[src/design/assert_macros.svh]
// Assertion macros used by the decoder top level.
`ifndef ASSERT_MACROS_SVH
`define ASSERT_MACROS_SVH

// Clocked property, disabled in reset.
`define ASSERT_CLK(label, clk, rst_n, prop) \
    label: assert property (@(posedge clk) disable iff (!rst_n) (prop)) \
        else $error("assertion failed");

// Condition that must never hold.
`define ASSERT_NEVER(label, clk, rst_n, expr) \
    `ASSERT_CLK(label, clk, rst_n, !(expr))

`endif

[src/design/ldr_pkg.sv]
// Types and constants of the line delta RLE decoder.
`timescale 1ns / 1ps
`default_nettype none
package ldr_pkg;

    localparam logic [4:0] SUBST_RUN = 5'd22;

    typedef enum logic [1:0] {
        PH_LOW,
        PH_HIGH,
        PH_HIGH_LIT,
        PH_LIT
    } t_phase;

    typedef enum logic [1:0] {
        F_IDLE,
        F_DEC,
        F_END
    } t_front_state;

    typedef enum logic [1:0] {
        B_IDLE,
        B_RD,
        B_EMIT
    } t_back_state;

    typedef enum logic [2:0] {
        CMD_LIT,
        CMD_PREV,
        CMD_PREV2,
        CMD_LINE,
        CMD_LINE1
    } t_cmd_kind;

    typedef struct packed {
        t_cmd_kind  kind;
        logic [7:0] value;
        logic [4:0] count;
        logic       last;
        logic       done;
    } t_cmd;

    typedef struct packed {
        logic valid;
        t_cmd cmd;
    } t_q_push;

endpackage
`default_nettype wire

[src/design/ldr_cmd_fifo.sv]
// Two-entry command queue between front and back ends.
`timescale 1ns / 1ps
`default_nettype none
module ldr_cmd_fifo (
    input  logic             i_clk,
    input  logic             i_rst_n,
    input  ldr_pkg::t_q_push i_push,
    output logic             o_full,
    output logic             o_empty,
    output ldr_pkg::t_cmd    o_cmd,
    input  logic             i_pop
);
    import ldr_pkg::*;

    t_cmd       r_mem [2];
    logic       r_wp;
    logic       r_rp;
    logic [1:0] r_cnt;
    logic       do_push;
    logic       do_pop;

    assign o_full  = (r_cnt == 2'd2);
    assign o_empty = (r_cnt == 2'd0);
    assign o_cmd   = r_mem[r_rp];
    assign do_push = i_push.valid && !o_full;
    assign do_pop  = i_pop && !o_empty;

    always_ff @(posedge i_clk) begin
        if (!i_rst_n) begin
            r_wp  <= 1'b0;
            r_rp  <= 1'b0;
            r_cnt <= 2'd0;
        end else begin
            if (do_push) r_wp <= ~r_wp;
            if (do_pop) r_rp <= ~r_rp;
            r_cnt <= r_cnt + 2'(do_push) - 2'(do_pop);
        end
    end

    always_ff @(posedge i_clk) begin
        if (do_push) r_mem[r_wp] <= i_push.cmd;
    end

endmodule
`default_nettype wire

[config.mk]
export PLATFORM = sky130hd
export DESIGN_NAME = ldr_cmd_fifo
export DESIGN_NICKNAME = d
export VERILOG_FILES = /design/src/design/assert_macros.svh /design/src/design/ldr_pkg.sv /design/src/design/ldr_cmd_fifo.sv
export SDC_FILE = /design/constraint.sdc
export NUM_CORES = 1
export LEC_CHECK = 0
export BUFFER_PORTS_ARGS = -buffer_cell sky130_fd_sc_hd__buf_2
export CORE_MARGIN = 5
export CORE_UTILIZATION = 55
export CTS_CLUSTER_SIZE = 25
export DETAILED_ROUTE_END_ITERATION = 12
export PLACE_DENSITY = 0.82
export SLEW_MARGIN = 0
export SYNTH_ARGS = -nofsm -noshare
export SYNTH_HDL_FRONTEND = slang
export SYNTH_SLANG_ARGS = --single-unit
[constraint.sdc]
create_clock -name i_clk -period 4.58 [get_ports i_clk]
set_input_delay 0 -clock i_clk [delete_from_list [all_inputs] [get_ports i_clk]]
set_output_delay 0 -clock i_clk [all_outputs]
set_load 0.02 [all_outputs]
; Yosys cells after proc, flatten, opt, wreduce, memory -nomap -nowiden
; Memories as Yosys holds them, arrays and structs flattened. A register that Yosys moved wholly into a read port is not among the register bits.
; Index checks and enable logic that the tools add are counted.
[classes]
eq_ne = 1
bitwise = 2
n_reduce_logical = 5
muxes = 4
n_addsub = 2
[op_table]
columns = operator, count
row1 = two-way mux 1 bit, 4
row2 = adder 2 x 1 -> 2 bit, 1
row3 = "equality test 2 bit, second input constant", 1
row4 = logical AND 1 bit, 2
row5 = logical NOT 1 bit, 2
row6 = logical NOT 2 bit, 1
row7 = NOT 1 bit, 2
row8 = subtractor 2 x 1 -> 2 bit, 1
[word_totals]
mem_count = 1
wordCells = 18
out_inout_bits = 20
ram_bits = 36
inputBits = 22
register_bits = 4
[memory_table]
columns = name, depth, word_bits, read_ports, rd_clocked_by_memory_dff, wr, line
row1 = r_mem, 2, 18, 1, 1, 1, ldr_cmd_fifo.sv:15  ; t_cmd r_mem [2];

; Longest topological paths before layout
[logic_depth]
ltp_word = 5
depth_mapped = 8
ltp_nobuf = 8

; Worst setup path before layout
; No wires, ideal clock.
[synth_path]
path_type = flip-flop to flip-flop
startpoint = reg r_cnt[0]
endpoint = mem r_mem[0][0] (netlist bit) (enable)
setup_time_ns = 0.392
path_buffers = 0
arrival_ns = 1.367
required_ns = 4.188
slack_ns = 2.821
path_stages_with_launch = 4
synth_period_minus_slack_ns = 1.759
path_cell_list = dfxtp_1 nand2b_1 nand2_1 nor2_1
[synth_via]
elab_chain_len = 5
[synth_rtl]
columns = item, line
row1 = start: declaration, ldr_cmd_fifo.sv:18  ; logic [1:0] r_cnt;
row2 = start signal: assignment, ldr_cmd_fifo.sv:36  ; r_cnt <= r_cnt + 2'(do_push) - 2'(do_pop);
row3 = equality test 2 bit, ldr_cmd_fifo.sv:22  ; assign o_full = (r_cnt == 2'd2);
row4 = logical NOT 1 bit, ldr_cmd_fifo.sv:25  ; assign do_push = i_push.valid && !o_full;
row5 = logical AND 1 bit, ldr_cmd_fifo.sv:25
row6 = two-way mux 1 bit, ldr_cmd_fifo.sv:41  ; if (do_push) r_mem[r_wp] <= i_push.cmd;
row7 = two-way mux 1 bit (implied by the code), ldr_cmd_fifo.sv:41
row8 = end: declaration, ldr_cmd_fifo.sv:15
; No other way between the ends.

==> reports/qor.log <==
qor: cts.post-cts-setup-buffer-count 0
qor: power.total_leakage_power 0.0008529 uW
qor: sta.post-route-period-util 0.4125
qor: sta.whs 0.01204 ns
qor: job.timing.max_cap.violations 0
qor: power.power.share.combinational 0.321
qor: route.vias_per_cell 4.928
qor: worst_setup_path.crit_required 4.58 ns
qor: sta.maxClockFrequency 0.5293 GHz
qor: cts.cts-resized-gates 0
qor: logic_synthesis.synth_area_per_cell 19.11 um2
qor: grt.track_usage 0.1467
qor: power.power_switching 343.2 uW
qor: worst_setup_path.setup.worst_path.class reg -> out
qor: logic_synthesis.synth_area 1587 um2
qor: placed_design.gp_routability_congestion 0.7303
qor: die.fp.coreArea 2758 um2
qor: cts.clockRootBuffer sky130_fd_sc_hd__clkbuf_4
qor: logic_synthesis.netlist-cell-type-count 18
qor: worst_setup_path.cp.arrival 1.89 ns
qor: power.power.share.clock 0.197
qor: sta.finalClockSkew 0.007402 ns
qor: die.pin_count 42
qor: logic_synthesis.ys_ff_latch 41
qor: die.fp.dieH 63.71 um
qor: power.cell_internal_pwr 770.4 uW
qor: route.via_count 892
qor: sta.max-slew-margin-rel 0.3553
qor: die.die-width 63.71 um
qor: final_layout.layout-drive-gt1-share 0.4467
qor: run_status.run_status completed
qor: route.routed_wl 2628 um
qor: final_layout.layout.cells.most_common sky130_fd_sc_hd__buf_2
qor: placed_design.port-buffer-count 41
qor: sta.setup-tns-final 0 ns
qor: logic_synthesis.synth.yosys.seq_area_share 0.7445
qor: route.post_drt_wl_per_cell 14.52 um
qor: worst_setup_path.critical-path-slowest-cell sky130_fd_sc_hd__dfxtp_1
qor: grt.grt-ovfl-total 0
qor: power.switching_share 0.3082
qor: sta.worst_slew_pin_slew 0.9657 ns
qor: final_layout.diodes 0
qor: placed_design.detailed_place_hpwl 1746 um
qor: sta.finalHoldViolations 0
qor: grt.grt_start_max_net_pins 19
qor: cts.cts_num_sinks 41
qor: sta.slew_violations 0
qor: cts.htree_levels 2
qor: route.antenna_left 0
qor: sta.setup_viol_count_final 0
qor: logic_synthesis.synthCells 83
qor: sta.finalWorstPathRequiredPeriod 1.889 ns
qor: route.drt_pre_antenna_iters 2
qor: grt.first_global_vias 971
qor: cts.cts-root-to-sink-buffers 2
qor: final_layout.final_cell_mix sky130_fd_sc_hd__buf_2 (41), sky130_fd_sc_hd__edfxtp_1 (36), sky130_fd_sc_hd__dlygate4sd3_1 (19)
qor: die.die-area 4059 um2
qor: worst_setup_path.startpoint_type flip-flop
qor: worst_setup_path.crit_path_max_fanout 18
qor: grt.global_route_wire_length_before_repair 4485 um
qor: worst_setup_path.worst-path-buf-inv 1
qor: cts.clkSlewWorstSetupHoldPaths 0.11 ns
qor: logic_synthesis.syn_nets 107
qor: route.drt_first_iter_violations 18
qor: die.rows 19
qor: power.p_per_area 537.1 nW/um2
qor: grt.number_of_antenna_violations_at_the_first_check_in_global_routing 0
qor: cts.postCtsHoldBufs 19
qor: die.starting_density_of_the_core 0.5753
qor: worst_setup_path.top_delay_family_on_crit_path flip-flops
qor: worst_setup_path.end_kind output pin
qor: route.detail_route.drc_violations 0
qor: sta.grt_setup_unrepaired no
qor: cts.clkLatencyLatePin 0.34 ns
qor: cts.cts_tree yes
qor: power.seq_power_share 0.482
qor: final_layout.flow.area_growth_from_synthesis 30.68%
qor: logic_synthesis.synth.yosys.warnings 0
qor: power.max-vdd-ir-drop 0.4046 mV
qor: cts.cts_inserted_buffers 5
qor: min_path.type_of_the_worst_min_delay_path in -> reg
qor: worst_setup_path.crit_path_max_incr_delay 0.97 ns
qor: worst_setup_path.path_cells mux2_2 -> buf_2
qor: final_layout.final_nets 173
cells by family (layout without fill, tap and decap cells):
logic type | after synthesis | count (layout) | share of synthesized area
AO/OA/AOI/OAI | 1 | 1 | 0.004734
flip-flops | 41 | 41 | 0.7445
AND/OR/NAND/NOR | 13 | 13 | 0.03943
multiplexers | 19 | 19 | 0.1577
buffers and inverters | 5 | 72 | 0.02681
XOR/XNOR | 2 | 2 | 0.01104
adder cells (fa/ha/maj) | 2 | 2 | 0.01577
metrics by stage:
stage / cell area (um2) / setup WS (ns) / std cells / util / power (uW)
after floorplan: 1587 / 2.821 / 83 / - / 803.7
after detailed placement: 1807 / 2.877 / 154 / 0.6552 / 895.8
final: 2073 / 2.691 / 181 / 0.7518 / 1114
after global placement: 1807 / 3.010 / 154 / 0.6552 / 880.7
after CTS: 2073 / 2.643 / 181 / 0.7518 / 1128
after global routing: 2073 / 2.588 / 181 / 0.7518 / 1177
routing by layer:
metal,wire [um],up-vias,track usage
li1,-,439,-
met1,1009,416,0.1565
met2,1385,33,0.2538
met3,205,4,0.06572
met4,28,0,0.05455
met5,0,-,0
path summary, 6_finish.rpt:
kind | from | end | slack (ns) | cells after the start
setup reg to reg | r_cnt[0] | r_cnt[1] | 2.88 | 8
setup / recovery | flip-flop | o_cmd[3] | 2.69 | 2
hold / removal | i_push[18] | r_wp | 0.01 | 3
hold reg to reg | r_wp | r_wp | 0.51 | 2
power by group through the flow:
stage	clock [uW]	combinational, uW	sequential (uW)
2_1_floorplan	0	293	510
3_3_place_gp	0	342	538
3_5_place_dp	0	350	545
4_1_cts	227	364	538
5_1_grt	244	388	546
6_report	219	358	536
cell type report:
class / instances / area, um2
Sequential cell: 41 / 1181
Fill cell: 170 / 684.4
Timing Repair Buffer: 61 / 402.9
Multi-Input combinational cell: 37 / 362.8
Clock buffer: 6 / 41.29
Tap cell: 31 / 38.79
Clock inverter: 2 / 35.03
Inverter: 3 / 11.26
sequential cells by signal, indices dropped and copies added, names as in the netlist, named ones only:
register	count
r_wp	1
r_cnt	2
r_rp	1
r_mem	36
worst register-to-register path: stages (launching register included):
cell	delay, ns
sky130_fd_sc_hd__dfxtp_1	0.40
sky130_fd_sc_hd__nand2b_1	0.17
sky130_fd_sc_hd__nand2_1	0.11
sky130_fd_sc_hd__ha_1	0.29
sky130_fd_sc_hd__inv_1	0.04
sky130_fd_sc_hd__ha_1	0.18
sky130_fd_sc_hd__xor2_1	0.15
sky130_fd_sc_hd__and2_1	0.15
sky130_fd_sc_hd__nor3_1	0.13
synth_stat cells, drive strengths merged:
library cell | instances | area share
and2 | 2 | 0.0079
and3 | 1 | 0.0039
dfxtp | 5 | 0.063
ha | 2 | 0.016
buf | 2 | 0.020
nor3 | 1 | 0.0032
nand2 | 2 | 0.0047
o21a | 1 | 0.0047
nor2 | 5 | 0.012
xor2 | 1 | 0.0055
mux2 | 18 | 0.15
nand2b | 2 | 0.0079
edfxtp | 36 | 0.68
inv | 3 | 0.0071
mux2i | 1 | 0.0063
xnor2 | 1 | 0.0055
(Power assumes the default switching activity.)
