<file path="config.mk">
export PLATFORM = sky130hd
export DESIGN_NAME = ldr_front_flat
export DESIGN_NICKNAME = d
export VERILOG_FILES = /design/src/design/assert_macros.svh /design/src/design/ldr_pkg.sv /design/src/design/ldr_in_if.sv /design/src/design/ldr_front.sv /design/src/flat_wrapper.sv
export SDC_FILE = /design/constraint.sdc
export NUM_CORES = 1
export LEC_CHECK = 0
export ABC_CLOCK_PERIOD_IN_PS = 6100
export BUFFER_PORTS_ARGS = -buffer_cell sky130_fd_sc_hd__buf_2
export CORE_UTILIZATION = 60
export DETAILED_ROUTE_END_ITERATION = 7
export GPL_ROUTABILITY_DRIVEN = 1
export PLACE_DENSITY = 0.83
export SYNTH_ARGS = -nofsm -noshare
export SYNTH_HDL_FRONTEND = slang
export SYNTH_SLANG_ARGS = --single-unit
</file>
<file path="constraint.sdc">
create_clock -name i_clk -period 6.1 [get_ports i_clk]
set_input_delay 0.305 -clock i_clk [delete_from_list [all_inputs] [get_ports i_clk]]
set_output_delay 0.305 -clock i_clk [all_outputs]
set_load 0.05 [all_outputs]
</file>
<file path="src/design/assert_macros.svh">
// Assertion macros used by the decoder top level.
`ifndef ASSERT_MACROS_SVH
`define ASSERT_MACROS_SVH

// Clocked property, disabled in reset.
`define ASSERT_CLK(label, clk, rst_n, prop) \
    label: assert property (@(posedge clk) disable iff (!rst_n) (prop)) \
        else $error("assertion failed");

// Condition that must never hold.
`define ASSERT_NEVER(label, clk, rst_n, expr) \
    `ASSERT_CLK(label, clk, rst_n, !(expr))

`endif

</file>
<file path="src/design/ldr_pkg.sv">
// Types and constants of the line delta RLE decoder.
`timescale 1ns / 1ps
`default_nettype none
package ldr_pkg;

    localparam logic [4:0] SUBST_RUN = 5'd22;

    typedef enum logic [1:0] {
        PH_LOW,
        PH_HIGH,
        PH_HIGH_LIT,
        PH_LIT
    } t_phase;

    typedef enum logic [1:0] {
        F_IDLE,
        F_DEC,
        F_END
    } t_front_state;

    typedef enum logic [1:0] {
        B_IDLE,
        B_RD,
        B_EMIT
    } t_back_state;

    typedef enum logic [2:0] {
        CMD_LIT,
        CMD_PREV,
        CMD_PREV2,
        CMD_LINE,
        CMD_LINE1
    } t_cmd_kind;

    typedef struct packed {
        t_cmd_kind  kind;
        logic [7:0] value;
        logic [4:0] count;
        logic       last;
        logic       done;
    } t_cmd;

    typedef struct packed {
        logic valid;
        t_cmd cmd;
    } t_q_push;

endpackage
`default_nettype wire

</file>
<file path="src/design/ldr_in_if.sv">
// Input channel: compressed stream bytes.
`timescale 1ns / 1ps
`default_nettype none
interface ldr_in_if;
    logic       valid;
    logic       ready;
    logic [7:0] comp_byte;
    modport source(output valid, output comp_byte, input ready);
    modport sink(input valid, input comp_byte, output ready);
endinterface
`default_nettype wire

</file>
<file path="src/design/ldr_front.sv">
// Front end: takes stream bytes, decodes control bits into run and literal commands.
`timescale 1ns / 1ps
`default_nettype none
module ldr_front #(
    parameter int SIZE_BITS = 24
) (
    input  logic                 i_clk,
    input  logic                 i_rst_n,
    ldr_in_if.sink               i_in,
    input  logic [SIZE_BITS-1:0] i_out_size,
    input  logic                 i_q_full,
    output ldr_pkg::t_q_push     o_q_push
);
    import ldr_pkg::*;

    t_front_state         r_state, n_state;
    t_phase               r_phase, n_phase;
    logic [15:0]          r_word, n_word;
    logic [4:0]           r_bits, n_bits;
    logic [5:0]           r_pcode, n_pcode;
    logic [2:0]           r_plen, n_plen;
    logic                 r_high, n_high;
    logic [SIZE_BITS-1:0] r_count, n_count;
    logic                 r_pend_v, n_pend_v;
    t_cmd                 r_pend, n_pend;

    logic                 accept;
    logic                 complete;
    logic [SIZE_BITS-1:0] rem;
    logic                 blocked;
    logic                 dec_more;
    logic                 d_bit;
    logic [5:0]           d_code;
    logic [2:0]           d_len;
    logic                 d_lit;
    logic                 d_run;
    logic [2:0]           d_nf;
    logic [4:0]           run_n;
    logic                 run_done;
    t_cmd                 run_cmd;
    t_cmd                 last_cmd;

    assign accept   = i_in.valid && i_in.ready;
    assign complete = r_count >= i_out_size;
    assign rem      = i_out_size - r_count;
    assign blocked  = r_pend_v && i_q_full;
    assign dec_more = (r_bits != 5'd0) && !complete;
    assign i_in.ready = (r_state == F_IDLE);

    assign d_bit  = r_word[0];
    assign d_code = r_pcode | (6'(d_bit) << r_plen);
    assign d_len  = r_plen + 3'd1;
    assign d_lit  = (d_len == 3'd1) && !d_bit;
    assign d_run  = ((d_len == 3'd3) && !d_code[2]) || (d_len >= 3'd6);
    assign d_nf   = d_code[5:3];

    always_comb begin
        run_cmd       = '0;
        run_cmd.value = 8'd0;
        if (d_len == 3'd3) begin
            run_cmd.kind = d_code[1] ? CMD_LINE : CMD_PREV;
            run_n        = 5'd1;
        end else if (d_nf == 3'd1) begin
            run_cmd.kind = d_code[1] ? CMD_LINE1 : CMD_PREV2;
            run_n        = 5'd1;
        end else begin
            run_cmd.kind = d_code[1] ? CMD_LINE : CMD_PREV;
            run_n        = (d_nf == 3'd0) ? SUBST_RUN : 5'(d_nf);
        end
        run_done      = SIZE_BITS'(run_n) >= rem;
        run_cmd.count = run_done ? 5'(rem) : run_n;
        run_cmd.done  = run_done;
        run_cmd.last  = 1'b0;
    end

    always_comb begin
        last_cmd      = r_pend;
        last_cmd.last = 1'b1;
    end

    always_comb begin
        n_state = r_state;
        case (r_state)
            F_IDLE: begin
                if (accept && !complete && r_phase != PH_HIGH_LIT) n_state = F_DEC;
            end
            F_DEC: begin
                if (!dec_more) n_state = F_END;
                else if (!blocked && d_lit) n_state = F_END;
            end
            F_END: begin
                if (!r_pend_v || !i_q_full) n_state = F_IDLE;
            end
            default: n_state = F_IDLE;
        endcase
    end

    always_comb begin
        n_phase  = r_phase;
        n_word   = r_word;
        n_bits   = r_bits;
        n_pcode  = r_pcode;
        n_plen   = r_plen;
        n_high   = r_high;
        n_count  = r_count;
        n_pend_v = r_pend_v;
        n_pend   = r_pend;
        o_q_push = '0;
        case (r_state)
            F_IDLE: begin
                if (accept && !complete) begin
                    case (r_phase)
                        PH_LOW: begin
                            n_word = 16'(i_in.comp_byte);
                            n_bits = 5'd8;
                            n_high = 1'b0;
                        end
                        PH_HIGH, PH_HIGH_LIT: begin
                            n_word = r_word | (16'(i_in.comp_byte) << r_bits[2:0]);
                            n_bits = {2'b01, r_bits[2:0]};
                            n_high = 1'b1;
                            if (r_phase == PH_HIGH_LIT) n_phase = PH_LIT;
                        end
                        PH_LIT: begin
                            n_pend_v     = 1'b1;
                            n_pend.kind  = CMD_LIT;
                            n_pend.value = i_in.comp_byte;
                            n_pend.count = 5'd1;
                            n_pend.last  = 1'b0;
                            n_pend.done  = (rem == SIZE_BITS'(1));
                            n_count      = r_count + SIZE_BITS'(1);
                            n_high       = 1'b1;
                        end
                        default: n_phase = PH_LOW;
                    endcase
                end
            end
            F_DEC: begin
                if (dec_more) begin
                    if (!blocked) begin
                        n_word = r_word >> 1;
                        n_bits = r_bits - 5'd1;
                        if (d_lit) begin
                            n_pcode = 6'd0;
                            n_plen  = 3'd0;
                            n_phase = r_high ? PH_LIT : PH_HIGH_LIT;
                        end else if (d_run) begin
                            n_pcode        = 6'd0;
                            n_plen         = 3'd0;
                            o_q_push.valid = r_pend_v;
                            o_q_push.cmd   = r_pend;
                            n_pend_v       = 1'b1;
                            n_pend         = run_cmd;
                            n_count        = r_count + SIZE_BITS'(run_cmd.count);
                        end else begin
                            n_pcode = d_code;
                            n_plen  = d_len;
                        end
                    end
                end else if (complete) begin
                    n_word  = 16'd0;
                    n_bits  = 5'd0;
                    n_pcode = 6'd0;
                    n_plen  = 3'd0;
                    n_phase = PH_LOW;
                end else begin
                    n_phase = r_high ? PH_LOW : PH_HIGH;
                end
            end
            F_END: begin
                if (r_pend_v && !i_q_full) begin
                    o_q_push.valid = 1'b1;
                    o_q_push.cmd   = last_cmd;
                    n_pend_v       = 1'b0;
                end
            end
            default: n_pend_v = 1'b0;
        endcase
    end

    always_ff @(posedge i_clk) begin
        if (!i_rst_n) begin
            r_state  <= F_IDLE;
            r_phase  <= PH_LOW;
            r_word   <= '0;
            r_bits   <= '0;
            r_pcode  <= '0;
            r_plen   <= '0;
            r_high   <= 1'b0;
            r_count  <= '0;
            r_pend_v <= 1'b0;
        end else begin
            r_state  <= n_state;
            r_phase  <= n_phase;
            r_word   <= n_word;
            r_bits   <= n_bits;
            r_pcode  <= n_pcode;
            r_plen   <= n_plen;
            r_high   <= n_high;
            r_count  <= n_count;
            r_pend_v <= n_pend_v;
        end
    end

    always_ff @(posedge i_clk) begin
        r_pend <= n_pend;
    end

endmodule
`default_nettype wire

</file>
<file path="src/flat_wrapper.sv">
// flat-port wrapper written by rule: the top's interface ports become plain ports
module ldr_front_flat import ldr_pkg::*;
#(
    parameter int SIZE_BITS = 24
)
  (i_clk, i_rst_n, i_out_size, i_q_full, o_q_push, i_in_valid, i_in_comp_byte, i_in_ready);
  ldr_in_if i_in_i ();
  input  logic i_clk;
  input  logic i_rst_n;
  input  logic [SIZE_BITS-1:0] i_out_size;
  input  logic i_q_full;
  output ldr_pkg::t_q_push o_q_push;
  input wire logic [$bits(i_in_i.valid)-1:0] i_in_valid;
  input wire logic [$bits(i_in_i.comp_byte)-1:0] i_in_comp_byte;
  output wire logic [$bits(i_in_i.ready)-1:0] i_in_ready;
  assign i_in_i.valid = i_in_valid;
  assign i_in_i.comp_byte = i_in_comp_byte;
  assign i_in_ready = i_in_i.ready;
  ldr_front #(.SIZE_BITS(SIZE_BITS)) u_core (.i_clk(i_clk), .i_rst_n(i_rst_n), .i_in(i_in_i), .i_out_size(i_out_size), .i_q_full(i_q_full), .o_q_push(o_q_push));
endmodule
</file>
# Word-level counts from Yosys, hierarchy flattened
# Cells that the tools add are included.
# word_totals
input_bits,36
ff_bits,78
output_inout_bits,20
elab_cells,163
# op_classes
muxes,74
n_eq_ne,29
bitwise,2
n_reduce_logical,33
shift,2
n_lt_le_gt_ge,3
add_sub_neg,5
# ops
op,n
$mux 24,6
$mux 18,6
$mux 19,5
$mux 16,4
$pmux 16 s2,2
$pmux 24 s2,1
$mux 5,8
$pmux 19 s2,1
$pmux 18 s2,1
$mux 6,5
$add 24x1->24 const B,1
$add 24x5->24,1
$eq 24x1->1 const B,1
$ge 24x24->1,1
$ge 5x24->1,1
$mux 2,12
$mux 3,8
$sub 24x24->24,1
$ne 2x2->1 const B,11
$pmux 5 s2,2
$or 16x16->16,1
$shl 8x3->16,1
$reduce_and 7->1,2
$ne 3x3->1 const B,4
29 further kinds,62

# Depth between registers and ports, before layout
# depth
ltp_word,14
depth_mapped,22
mapped_depth_nobuf,22

# Worst setup path before layout
# OpenSTA, ideal clock, no wires.
# synth_path
kind,input to register
start,input port i_out_size[0]
end,register u_core.r_count[16]
stages,22
setup_ps,128
required_time_ps,5972
setup_slack_ps,1256
path_buffers,0
t_arrival_ps,4716
cell_sequence,inv_1 > ha_1 > inv_1 > fa_1 > a211oi_2 > o211a_1 > nor2_1 > a2111oi_2 > nor2_1 > nor4_2 > nand4_4 > mux2_4 > nand2_1 > ha_1 > fa_1 > a21o_1 > a21oi_1 > inv_1 > a21oi_1 > nor4b_2 > xnor2_1 > nor2_1
# synth_via
elab_chain_cells,9
elab_cells_between_ends,16
cone_classes,add/sub: 2; order compare: 2; eq/ne: 2; mux: 6; reduce/logical: 4
# synth_rtl
element,line,text
from (decl),flat_wrapper.sv:10,input logic [SIZE_BITS-1:0] i_out_size;
$sub 24x24->24,ldr_front.sv:45,assign rem = i_out_size - r_count;
$ge 5x24->1,ldr_front.sv:70,run_done = SIZE_BITS'(run_n) >= rem;
$mux 5,ldr_front.sv:71,run_cmd.count = run_done ? 5'(rem) : run_n;
$add 24x5->24,ldr_front.sv:154,n_count = r_count + SIZE_BITS'(run_cmd.count);
$mux 24,ldr_front.sv:147,end else if (d_run) begin
$mux 24,ldr_front.sv:143,if (d_lit) begin
$mux 24,ldr_front.sv:140,if (!blocked) begin
$mux 24,ldr_front.sv:139,if (dec_more) begin
$pmux 24 s2,ldr_front.sv:109,case (r_state)
to (signal assigned),ldr_front.sv:200,r_count <= n_count;
to (decl),ldr_front.sv:23,"logic [SIZE_BITS-1:0] r_count, n_count;"
# Parallel ways exist; a longest one is shown, timed or not. The select of a mux whose other input is x is not followed.
# A chain may end at the register's enable or synchronous reset.

# Worst setup path after layout
# layout_path
start,register u_core.r_count[0]
end,register u_core.r_count[20]
# layout_via
elab_chain_cells,9
elab_cells_between_ends,19
cone_classes,add/sub: 3; order compare: 2; eq/ne: 2; mux: 8; reduce/logical: 4
# layout_rtl
element,line
$sub 24x24->24,ldr_front.sv:45
$ge 5x24->1,ldr_front.sv:70
$mux 5,ldr_front.sv:71
$add 24x5->24,ldr_front.sv:154
$mux 24,ldr_front.sv:147
$mux 24,ldr_front.sv:143
$mux 24,ldr_front.sv:140
$mux 24,ldr_front.sv:139
$pmux 24 s2,ldr_front.sv:109
# Parallel ways exist; a longest one is shown, timed or not. The select of a mux whose other input is x is not followed.

==> run summary <==
Power, Total = 1410 uW
Mapped Cells = 809
final wirelength = 17400 microns
initial antenna violation count = 0
RSZ-0062 raised after global routing = no
CTS tree = done
vias after detailed routing = 6264
# diodes = 0
PortBufs = 55
Residual DRC = 0
Critical Path Source Type = flop
pin count of the biggest net entering global routing = 51
final-report hold violation count = 0
Placement Rows = 37
status = finished, final reports clean
predominant post-synthesis flop cell = dfxtp_1
Yosys reg bits = 75
Netlist cell types = 82
vias in the first global route = 6088
Commonest cells post-synth = nor2_1 (92), nand2_1 (86), a21oi_1 (80), dfxtp_1 (58), inv_1 (51)
Post-DP HPWL = 13500 microns
maximum VDD drop = 0.206 mV
r2r endpoint = u_core.r_count[20]$_SDFFE_PN0P_
post-synthesis cell area = 6430 sq um
Clock Skews = 0.0108 ns
crit path DAT = 5.34 ns
FF-to-FF setup slack = 0.99 ns
Fmax = 196 MHz
Setup violations, final = 0
die height = 106 microns
Hold Crit Class = primary input to flop
most frequent cell after synthesis = nor2_1
Pins Over Slew Limit = 0
Post-CTS Hold Buffers = 0
clock sinks = 75
hold_sp = i_rst_n
Setup TNS Final = 0 ns
Final #Nets = 932
layout filler cell count = 892
Synthesized Nets = 893
cell mode on critical path = nor2_1
Initial Utilization = 0.620
WL/cell = 17.6 microns
dominant cell type by area after synthesis = dfxtp_1
Clock Tree Buf Depth = 2
critical path required time = 6.33 ns
core area = 10400 sq um
Period Utilization, post-route = 0.838
max_slew headroom = 0.270
clk slew on worst S/H paths = 0.08 ns
Synthesis Warnings = 0
Max-Cap Viols = 0
top area cells in the synthesized netlist = dfxtp_1 (18%), ha_1 (9.0%), edfxtp_1 (7.9%), a21oi_1 (6.2%), nor2_1 (5.4%)
post-synth top area share = 0.181
Hold Path Stages = 3
I/O pin cnt = 56
max incr delay on CP = 0.46 ns
Crit-path slowest cell = nor4_2
DR vias/cell = 6.33
PostCTS Resize Cnt = 0
Worst R2R Path Depth = 22
wire length of the first global-routing pass = 28400 microns
Worst Hold End = u_core.r_pcode[2]$_SDFFE_PN0P_
TritonRoute pass-1 iters = 5
Layout area overhead = 8.49%
power density cells = 203 nW/um^2
ratio of cells with drive above 1 in the final layout = 0.161
reg2reg start = u_core.r_count[0]$_SDFFE_PN0P_
setup bufs post-CTS = 0
worst-path fanout max = 9
crit-path cells = ha_1, inv_1, fa_1, a211oi_2, o211a_1, nor2_1, a2111oi_2, nor2_1, nor4_2, nand4_4, mux2_4, nand2_1, ha_1, fa_1, a21o_1, a21oi_1, inv_1, a21oi_1, buf_4, nor4b_2, xnor2_1, nor2_1
CP endpoint kind = flop
Mapped Avg Cell Area = 7.94 sq um
die width = 106 microns
clk_lat worst skew = 0.37 ns
CTS buffer count = 9
Tot GR Track Use = 0.319
Leakage = 0.00264 uW
Post-synth EDFFs = 17
sequential area share after synthesis = 0.260
DIE AREA = 11100 sq um
initial detailed-routing violation count = 391
post-synthesis async set-or-reset flop share = 0
crit path kind = flop to flop
Root Driver = clkbuf_8
fin crit period = 5.11 ns
H-Tree Level Count = 3
Routed Antenna Nets = 0
worst slew pin tran = 1.09 ns
routability congestion estimate = 0.941
global-route congestion overflow total = 0
registers in the layout, indices dropped and copies added, names as in the netlist:
register / cells
u_core.r_word: 15
u_core.last_cmd: 17
u_core.r_state: 2
u_core.r_count: 24
u_core.r_pend_v: 1
u_core.r_bits: 5
u_core.r_phase: 2
u_core.r_pcode: 5
u_core.r_plen: 3
u_core.r_high: 1
per-layer routing:
metal  global-route usage  routed length (microns)  vias to the layer above
li1                     -                        -                     2998
met1                0.367                     6970                     2981
met2                0.575                     8900                      236
met3               0.0476                      993                       49
met4                0.160                      536                        0
met5                    0                        0                        -
cells in the final DEF (no fill, tap or decap), types with 4 or more instances in the layout:
cell and n:
a211oi_1 11, inv_1 51, mux2i_1 10, nor2b_1 10, nor4b_2 5, xor2_1 6, nand2b_1 4, nand3_1 19
a31oi_1 8, nand3b_1 4, o21a_1 5, a21oi_1 80, and3_1 9, buf_2 55, clkbuf_8 9, buf_4 8
and2_1 23, o21ai_1 9, o21ai_0 33, a211oi_2 9, nand2_1 86, nor4_2 11, edfxtp_1 17, ha_1 46
mux2_2 4, xnor2_1 24, nand4_1 9, nor2_1 92, o211ai_1 9, dfxtp_1 58, a21o_1 16, nor3_1 22
a22oi_1 5, or3_1 6
final cells by class:
cell class | count | area, sq um | area share
Timing Repair Buffer | 63 | 335 | 0.0481
Inverter | 52 | 195 | 0.0280
Sequential cell | 75 | 1670 | 0.240
Tap cell | 136 | 170 | 0.0244
Clock inverter | 6 | 81.3 | 0.0117
Clock buffer | 10 | 128 | 0.0183
Multi-Input combinational cell | 647 | 4390 | 0.630
kinds of logic (layout without fill, tap and decap cells):
logic type,count (synthesis),after routing,share of synthesized area
DFF,75,75,0.260
and+or+nand+nor,324,324,0.272
buffers and inverters,87,131,0.0588
AOI/OAI and AO/OA,229,229,0.245
muxes,15,15,0.0249
adders and majority gates,48,48,0.0958
xor gates and xnor gates,31,31,0.0434
critical path, delay by kind of cell, from the launching register on:
kind / cells / cell delay, ns
mux: 1 / 0.25
xor+xnor: 1 / 0.19
flops: 1 / 0.42
buf+inv: 3 / 0.37
compound gates: 6 / 1.43
fa+ha+maj: 4 / 1.26
simple gates: 7 / 1.05
power breakdown:
group	leakage, uW	internal, uW	switching, uW
Combinational	0.00190	147	274
Clock	0.000104	228	192
Sequential	0.000630	548	24.9
metrics by stage:
| stage | cell area (sq um) | util | cells | hold WS, ns | worst slack [ns] |
|---|---|---|---|---|---|
| floorplan | 6430 | - | 809 | 0.449 | 1.26 |
| global placement | 6760 | 0.652 | 973 | 0.460 | 1.24 |
| detailed placement | 6760 | 0.652 | 973 | 0.486 | 1.04 |
| CTS | 6970 | 0.672 | 989 | 0.298 | 1.07 |
| global route | 6970 | 0.672 | 989 | 0.318 | 0.640 |
| finish | 6970 | 0.672 | 989 | 0.299 | 0.991 |
worst max-delay path by stage:
stage                              startpoint                              end  slack (ns)  depth (start not counted)
2_1_floorplan                   i_out_size[0]  u_core.r_count[16]$_SDFFE_PN0P_        1.26                         22
3_3_place_gp                    i_out_size[0]  u_core.r_count[20]$_SDFFE_PN0P_        1.24                         24
3_5_place_dp                    i_out_size[0]  u_core.r_count[16]$_SDFFE_PN0P_        1.04                         24
4_1_cts        u_core.r_count[0]$_SDFFE_PN0P_  u_core.r_count[16]$_SDFFE_PN0P_        1.07                         22
5_1_grt        u_core.r_count[0]$_SDFFE_PN0P_  u_core.r_count[20]$_SDFFE_PN0P_        0.64                         22
6_report       u_core.r_count[0]$_SDFFE_PN0P_  u_core.r_count[20]$_SDFFE_PN0P_        0.99                         22
(Power assumes the default switching activity.)
